File: config.mk
export PLATFORM = sky130hd
export DESIGN_NAME = dlm_seq
export DESIGN_NICKNAME = d
export VERILOG_FILES = /design/src/design/dlm_pkg.sv /design/src/design/dlm_seq.sv
export SDC_FILE = /design/constraint.sdc
export NUM_CORES = 1
export LEC_CHECK = 0
export BUFFER_PORTS_ARGS = -buffer_cell sky130_fd_sc_hd__buf_2
export CORE_MARGIN = 2
export CORE_UTILIZATION = 51
export CTS_BUF_LIST = sky130_fd_sc_hd__clkbuf_8 sky130_fd_sc_hd__clkbuf_16
export CTS_CLUSTER_DIAMETER = 30
export DETAILED_ROUTE_END_ITERATION = 10
export PLACE_DENSITY = 0.84
export SKIP_LAST_GASP = 1
export SYNTH_ARGS = -nofsm -noshare
export SYNTH_HDL_FRONTEND = slang
export SYNTH_SLANG_ARGS = --single-unit
File: constraint.sdc
create_clock -name i_clk -period 2.4 [get_ports i_clk]
set_input_delay 0.24 -clock i_clk [delete_from_list [all_inputs] [get_ports i_clk]]
set_output_delay 0.24 -clock i_clk [all_outputs]
set_load 0.05 [all_outputs]
File: src/design/dlm_pkg.sv
package dlm_pkg;

    localparam int MAX_INPUTS  = 64;
    localparam int MAX_OUTPUTS = 64;
    localparam int FRAC_BITS   = 12;
    localparam int COL_W       = $clog2(MAX_INPUTS);
    localparam int ROW_W       = $clog2(MAX_OUTPUTS);
    localparam int CELLS       = MAX_INPUTS * MAX_OUTPUTS;
    localparam int ADDR_W      = ROW_W + COL_W;
    localparam int CFG_IDX_W   = 2;
    localparam int CFG_DATA_W  = 16;

    typedef enum logic [2:0] {
        CMD_WRITE_WEIGHT = 3'd0,
        CMD_LOAD_INPUT   = 3'd1,
        CMD_LOAD_GRAD    = 3'd2,
        CMD_FORWARD      = 3'd3,
        CMD_BACKWARD     = 3'd4,
        CMD_ACCUMULATE   = 3'd5,
        CMD_READ_GRAD    = 3'd6,
        CMD_NOP          = 3'd7
    } t_cmd;

    typedef enum logic [1:0] {
        REG_INPUT_COUNT  = 2'd0,
        REG_OUTPUT_COUNT = 2'd1,
        REG_UPDATE_SCALE = 2'd2,
        REG_NONE         = 2'd3
    } t_reg;

    typedef enum logic [2:0] {
        ST_IDLE,
        ST_CLEAR,
        ST_RUN,
        ST_DRAIN,
        ST_READ
    } t_state;

    typedef struct packed {
        logic [2:0]        command;
        logic [5:0]        row;
        logic [5:0]        col;
        logic signed [15:0] value;
    } t_in_item;

    typedef struct packed {
        logic signed [15:0] result;
        logic [5:0]         index;
        logic               last;
    } t_out_item;

    // One pipeline token passed from the address sequencer to the datapath.
    typedef struct packed {
        logic              vld;
        logic              first;  // first product of a dot product
        logic              emit;   // final product of a dot product
        logic              last;   // final result of the command
        logic [5:0]        index;
        logic [ADDR_W-1:0] addr;
    } t_tok;

    function automatic logic signed [15:0] sat16(input logic signed [47:0] v);
        if (v > 48'sd32767) begin
            return 16'sh7FFF;
        end else if (v < -48'sd32768) begin
            return 16'sh8000;
        end
        return v[15:0];
    endfunction

endpackage

File: src/design/dlm_seq.sv
// Command sequencer: walks the matrix in the order each command needs and
// emits one address token per cycle.
module dlm_seq (
    input  logic               i_clk,
    input  logic               i_rst_n,
    input  logic               i_go,
    input  dlm_pkg::t_cmd      i_cmd,
    input  logic [5:0]         i_row,
    input  logic [5:0]         i_col,
    input  logic [6:0]         i_ni,
    input  logic [6:0]         i_no,
    input  logic               i_pipe_empty,
    output dlm_pkg::t_tok      o_tok,
    output logic               o_busy,
    output logic               o_clearing
);
    import dlm_pkg::*;

    t_state            r_state, n_state;
    t_cmd              r_cmd;
    logic [ROW_W-1:0]  r_r;
    logic [COL_W-1:0]  r_c;
    logic [ADDR_W-1:0] r_clr;
    logic [6:0]        r_ni, r_no;
    logic              outer_end, inner_end;

    // Forward iterates columns inside rows; backward rows inside columns.
    always_comb begin
        if (r_cmd == CMD_BACKWARD) begin
            inner_end = ({1'b0, r_r} == r_no - 7'd1);
            outer_end = ({1'b0, r_c} == r_ni - 7'd1);
        end else begin
            inner_end = ({1'b0, r_c} == r_ni - 7'd1);
            outer_end = ({1'b0, r_r} == r_no - 7'd1);
        end
    end

    always_comb begin
        n_state = r_state;
        case (r_state)
            ST_CLEAR: if (r_clr == ADDR_W'(CELLS - 1)) n_state = ST_IDLE;
            ST_IDLE: begin
                if (i_go) begin
                    if (i_cmd inside {CMD_FORWARD, CMD_BACKWARD, CMD_ACCUMULATE}) begin
                        n_state = ST_RUN;
                    end else if (i_cmd == CMD_READ_GRAD) begin
                        n_state = ST_READ;
                    end
                end
            end
            ST_RUN:   if (inner_end && outer_end) n_state = ST_DRAIN;
            ST_READ:  n_state = ST_DRAIN;
            ST_DRAIN: if (i_pipe_empty) n_state = ST_IDLE;
            default:  n_state = ST_IDLE;
        endcase
    end

    always_comb begin
        o_tok       = '0;
        o_tok.addr  = {r_r, r_c};
        o_busy      = (r_state != ST_IDLE);
        o_clearing  = (r_state == ST_CLEAR);
        case (r_state)
            ST_RUN: begin
                o_tok.vld   = 1'b1;
                o_tok.first = (r_cmd == CMD_BACKWARD) ? (r_r == '0) : (r_c == '0);
                o_tok.emit  = inner_end && (r_cmd != CMD_ACCUMULATE);
                o_tok.last  = outer_end;
                o_tok.index = (r_cmd == CMD_BACKWARD) ? 6'(r_c) : 6'(r_r);
            end
            ST_READ: begin
                o_tok.vld   = 1'b1;
                o_tok.first = 1'b1;
                o_tok.emit  = 1'b1;
                o_tok.last  = 1'b1;
                o_tok.index = 6'(r_c);
            end
            ST_CLEAR: o_tok.addr = r_clr;
            default: ;
        endcase
    end

    always_ff @(posedge i_clk) begin
        if (!i_rst_n) begin
            r_state <= ST_CLEAR;
            r_clr   <= '0;
            r_cmd   <= CMD_NOP;
            r_r     <= '0;
            r_c     <= '0;
            r_ni    <= 7'd1;
            r_no    <= 7'd1;
        end else begin
            r_state <= n_state;
            if (r_state == ST_CLEAR) r_clr <= r_clr + 1'b1;
            if (r_state == ST_IDLE && i_go) begin
                r_cmd <= i_cmd;
                r_ni  <= (i_ni == 7'd0) ? 7'd1 : (i_ni > 7'(MAX_INPUTS) ? 7'(MAX_INPUTS) : i_ni);
                r_no  <= (i_no == 7'd0) ? 7'd1 : (i_no > 7'(MAX_OUTPUTS) ? 7'(MAX_OUTPUTS) : i_no);
                if (i_cmd == CMD_READ_GRAD) begin
                    r_r <= ROW_W'(i_row);
                    r_c <= COL_W'(i_col);
                end else begin
                    r_r <= '0;
                    r_c <= '0;
                end
            end else if (r_state == ST_RUN) begin
                if (r_cmd == CMD_BACKWARD) begin
                    r_r <= inner_end ? '0 : r_r + 1'b1;
                    if (inner_end) r_c <= r_c + 1'b1;
                end else begin
                    r_c <= inner_end ? '0 : r_c + 1'b1;
                    if (inner_end) r_r <= r_r + 1'b1;
                end
            end
        end
    end

    assert property (@(posedge i_clk) disable iff (!i_rst_n)
        o_tok.vld |-> !o_clearing)
        else $error("token issued during clear");
    assert property (@(posedge i_clk) disable iff (!i_rst_n)
        (o_tok.vld && o_tok.last && o_tok.emit && r_state == ST_RUN) |=> r_state == ST_DRAIN)
        else $error("run did not end on last result");
    assert property (@(posedge i_clk) disable iff (!i_rst_n)
        (r_state == ST_IDLE && !i_go) |=> r_state == ST_IDLE)
        else $error("left idle without a command");
endmodule

==> results.yml <==
drt:
  first_pass_iters: 5
  wl_per_cell_microns: 17.18
  drtIter0Drc: 298
  vias: 3353
  drc: 0
  viasPerCell: 6.209
  routed_wl_mm: 9.275
  drt.antenna.violating_nets: 0
timing:
  rsz0062_at_grt: "yes"
  slew_violations: 0
  max_freq_ghz: 0.3738
  slew_headroom_pct: 59.93
  fin_worst_skew_ns: 0.008370
  setup_viol: 8
  post-route-period-util_pct: 111.5
  worstMarginPinSlew_ns: 0.6010
  setup_tns_ns: -1.200
  setup_ws_ns: -0.2754
  hold_violations: 0
  fin_crit_ns: 2.675
clock_network:
  cts.path.max_buffers: 2
  htree_levels: 2
  clock-sinks: 44
  clk_pin_slew_ns: 0.07
  cts_buffers: 5
  clock_latency_ns: 0.31
  cts_root_buffer: "clkbuf_8"
  cts_hold_buf: 0
  cts_tree: "built"
setup_path:
  critPathBufInv: 2
  critPathKind: "reg -> out"
  cp_slowest_cell: "a2111o_1"
  reg2reg_depth: 12
  crit_required_ns: 2.16
  rr_startpoint: "r_ni[1]"
  cp-start-kind: "register"
  cp_cell_sequence: "inv_2 -> ha_4 -> nor4b_4 -> mux2_4 -> a2111o_1 -> nor3_4 -> mux2i_2 -> o21ai_4 -> buf_6"
  cp_data_arrival_time_ns: 2.44
  crit_fanout: 3
  r2r-end: "r_r[3]"
  crit_family: "compound AO/OA/AOI/OAI gates"
  cp-end-kind: "output port"
  r2r_setup_slack_ns: -0.15
  critPathMaxStageDelay_ns: 0.40
floorplan:
  dieArea_sq_mm: 0.006531
  ioPinCount: 57
  core_region_area_sq_mm: 0.005608
  chipHeight_microns: 80.82
  start_util_pct: 53.66
  row_count: 27
  fp.dieW_microns: 80.82
synthesis:
  synthesis.instances: 386
  seq_area_frac_synth_pct: 29.27
  synthTopCellsByArea: "dfxtp_1 (29%), nand2_1 (6.2%), a21oi_1 (4.7%)"
  synth_top_area_share_pct: 29.27
  ys_types: 63
  syn_area_sq_mm: 0.003009
  ys_seq_elements: 44
  synth_top_area_cell: "dfxtp_1"
  avgSynthCellArea_sq_um: 7.796
  ys.flop_type: "dfxtp_1"
  yosysWarnings: 0
  syn_nets: 426
  synth_edf_count: 0
  synth_async_sr_flop_share_pct: 0
pwr:
  peakVddDrop_v: 0.0002712
  p_leak_uw: 0.001609
  p_clk_share_pct: 37.9
  p_sw_share_pct: 23.50
  p_int_uw: 1026
  switchingPower_uw: 315.3
  power_frac_seq_pct: 55.1
  powerDensity_mw_per_mm2: 342.0
  power_uw: 1342
  p_comb_share_pct: 7.0
grt:
  grt_max_degree: 33
  antenna_found_initial: 0
  grt_use_total_pct: 28.43
  grt_pass1_wl_mm: 14.48
  grt_pass1_vias: 2977
  grt-ovfl-total: 0
hold_path:
  min_path_cells: 3
  min_from: "i_cmd[0]"
  holdPathEnd: "r_cmd[0]"
  hp-class: "in -> reg"
placed_design:
  place_area_sq_mm: 0.003605
  io_buffers: 56
  dp_hpwl_mm: 6.429
  place.gp.congestion: 0.9453
layout:
  nFillCells: 449
  nets: 508
  areaGrowthSynthToFinish_pct: 30.35
  fin_area_sq_mm: 0.003923
  mostFrequentLayoutCells: "buf_2 (54), nand2_1 (50), buf_4 (40), dfxtp_1 (40)"
  drive_above_1_share_pct: 34.62
  multi_input_area_sq_mm: 0.002188
  seqCellArea_sq_um: 885.9
  antenna_cells: 0
  mostFrequentLayoutCell: "buf_2"
outcome:
  status: "finished, violations left"
  violations: "negative setup slack"
job:
  drv_cap: 0
-- sequential cells by signal, summed over array words and instances, names as in the netlist --
name,cells
r_ni,7
r_c,6
r_clr,12
r_no,7
r_state,3
r_r,6
r_cmd,3
-- cell usage after synthesis (2+ instances only) --
library cell  count
and2b_2           2
and3_1            4
clkbuf_1         14
nor2_1           25
o31a_1            2
a22o_1            6
a31oi_1           4
o2111ai_1         3
nand4b_1          2
nor2b_1           3
nor3_1           11
o21a_1            2
nor4_1            2
dfxtp_1          44
buf_2             2
xor2_1           10
a21oi_1          28
nand4_1           6
mux2i_1           4
o311ai_0          2
o21ai_1           3
and2_1            4
nor4_4            2
buf_4             2
nand2_1          50
o41a_1            3
o31ai_1           3
o21ai_0          17
inv_1            13
buf_6             2
nor3_2            3
ha_1              7
or4_4             2
a221oi_1          2
nand3_1          26
mux2_2            9
xnor2_1          10
nand2b_1          8
a211oi_1          2
nand3b_1         15
or3_1             5
-- routing by layer --
layer  vias to the layer above  wire length, microns  global-route usage (%)
met5                         -                     0                       0
met4                         0                   223                   7.966
li1                       1555                     -                       -
met3                        22                   722                   4.889
met2                       161                  4545                   47.93
met1                      1615                  3783                   37.46
-- through the flow --
step	setup WS [ns]	utilization [%]	instances	hold WS (ns)
after floorplan	-0.04865	-	386	0.3642
after global placement	0.0008475	64.28	527	0.4427
after detailed placement	-0.07069	64.28	527	0.4500
after CTS	-0.2430	67.69	537	0.2039
after global routing	-0.3405	69.95	540	0.2111
final	-0.2754	69.95	540	0.1993
-- worst reg2reg max path, cell delays in order (launching register included) --
cell,delay (ns)
dfxtp_2,0.33
inv_2,0.08
ha_4,0.14
nor4b_4,0.21
mux2_4,0.32
a2111o_1,0.40
buf_4,0.17
nor4_4,0.16
buf_4,0.20
nor3_4,0.05
buf_12,0.15
nand2b_4,0.14
a21oi_2,0.14
-- worst max-delay path by stage --
stage	startpoint	endpoint	slack, ns	cells past startpoint
2_1_floorplan	r_ni[1]	o_tok[18]	-0.05	8
3_3_place_gp	r_ni[1]	o_tok[18]	0.0008	9
3_5_place_dp	r_ni[1]	o_tok[18]	-0.07	9
4_1_cts	r_no[0]	o_tok[18]	-0.24	9
5_1_grt	r_ni[1]	o_tok[18]	-0.34	9
6_report	r_ni[1]	o_tok[18]	-0.28	9
-- kinds of logic (layout without fill, tap and decap cells) --
group,count (synthesis),count (layout),synth area share [%]
xor gates and xnor gates,20,20,5.821
muxes,13,13,4.699
buffers and inverters,35,117,5.239
DFF,44,44,29.27
adders and majority gates,7,7,2.910
and+or+nand+nor,178,178,32.52
AOI/OAI and AO/OA,89,89,19.54
-- timing repair --
action / CTS / global route
setup endpoints to repair: 8 / 14
pin swaps: 11 / 8
buffers inserted: 4 / 4
gates resized for setup: 17 / 18
-- final cells by class --
cell class	instances	area share [%]
Tap cell	72	2.297
Multi-Input combinational cell	307	55.79
Inverter	13	1.244
Timing Repair Buffer	97	15.63
Clock buffer	7	2.456
Sequential cell	44	22.58
-- power by group through the flow --
stage,registers (uW),logic (uW),clock network (uW)
finish,739,94.0,508
global route,740,103,543
CTS,739,92.6,506
detailed placement,756,91.6,0
global placement,756,88.6,0
floorplan,755,45.0,0
(Power assumes the default switching activity.)
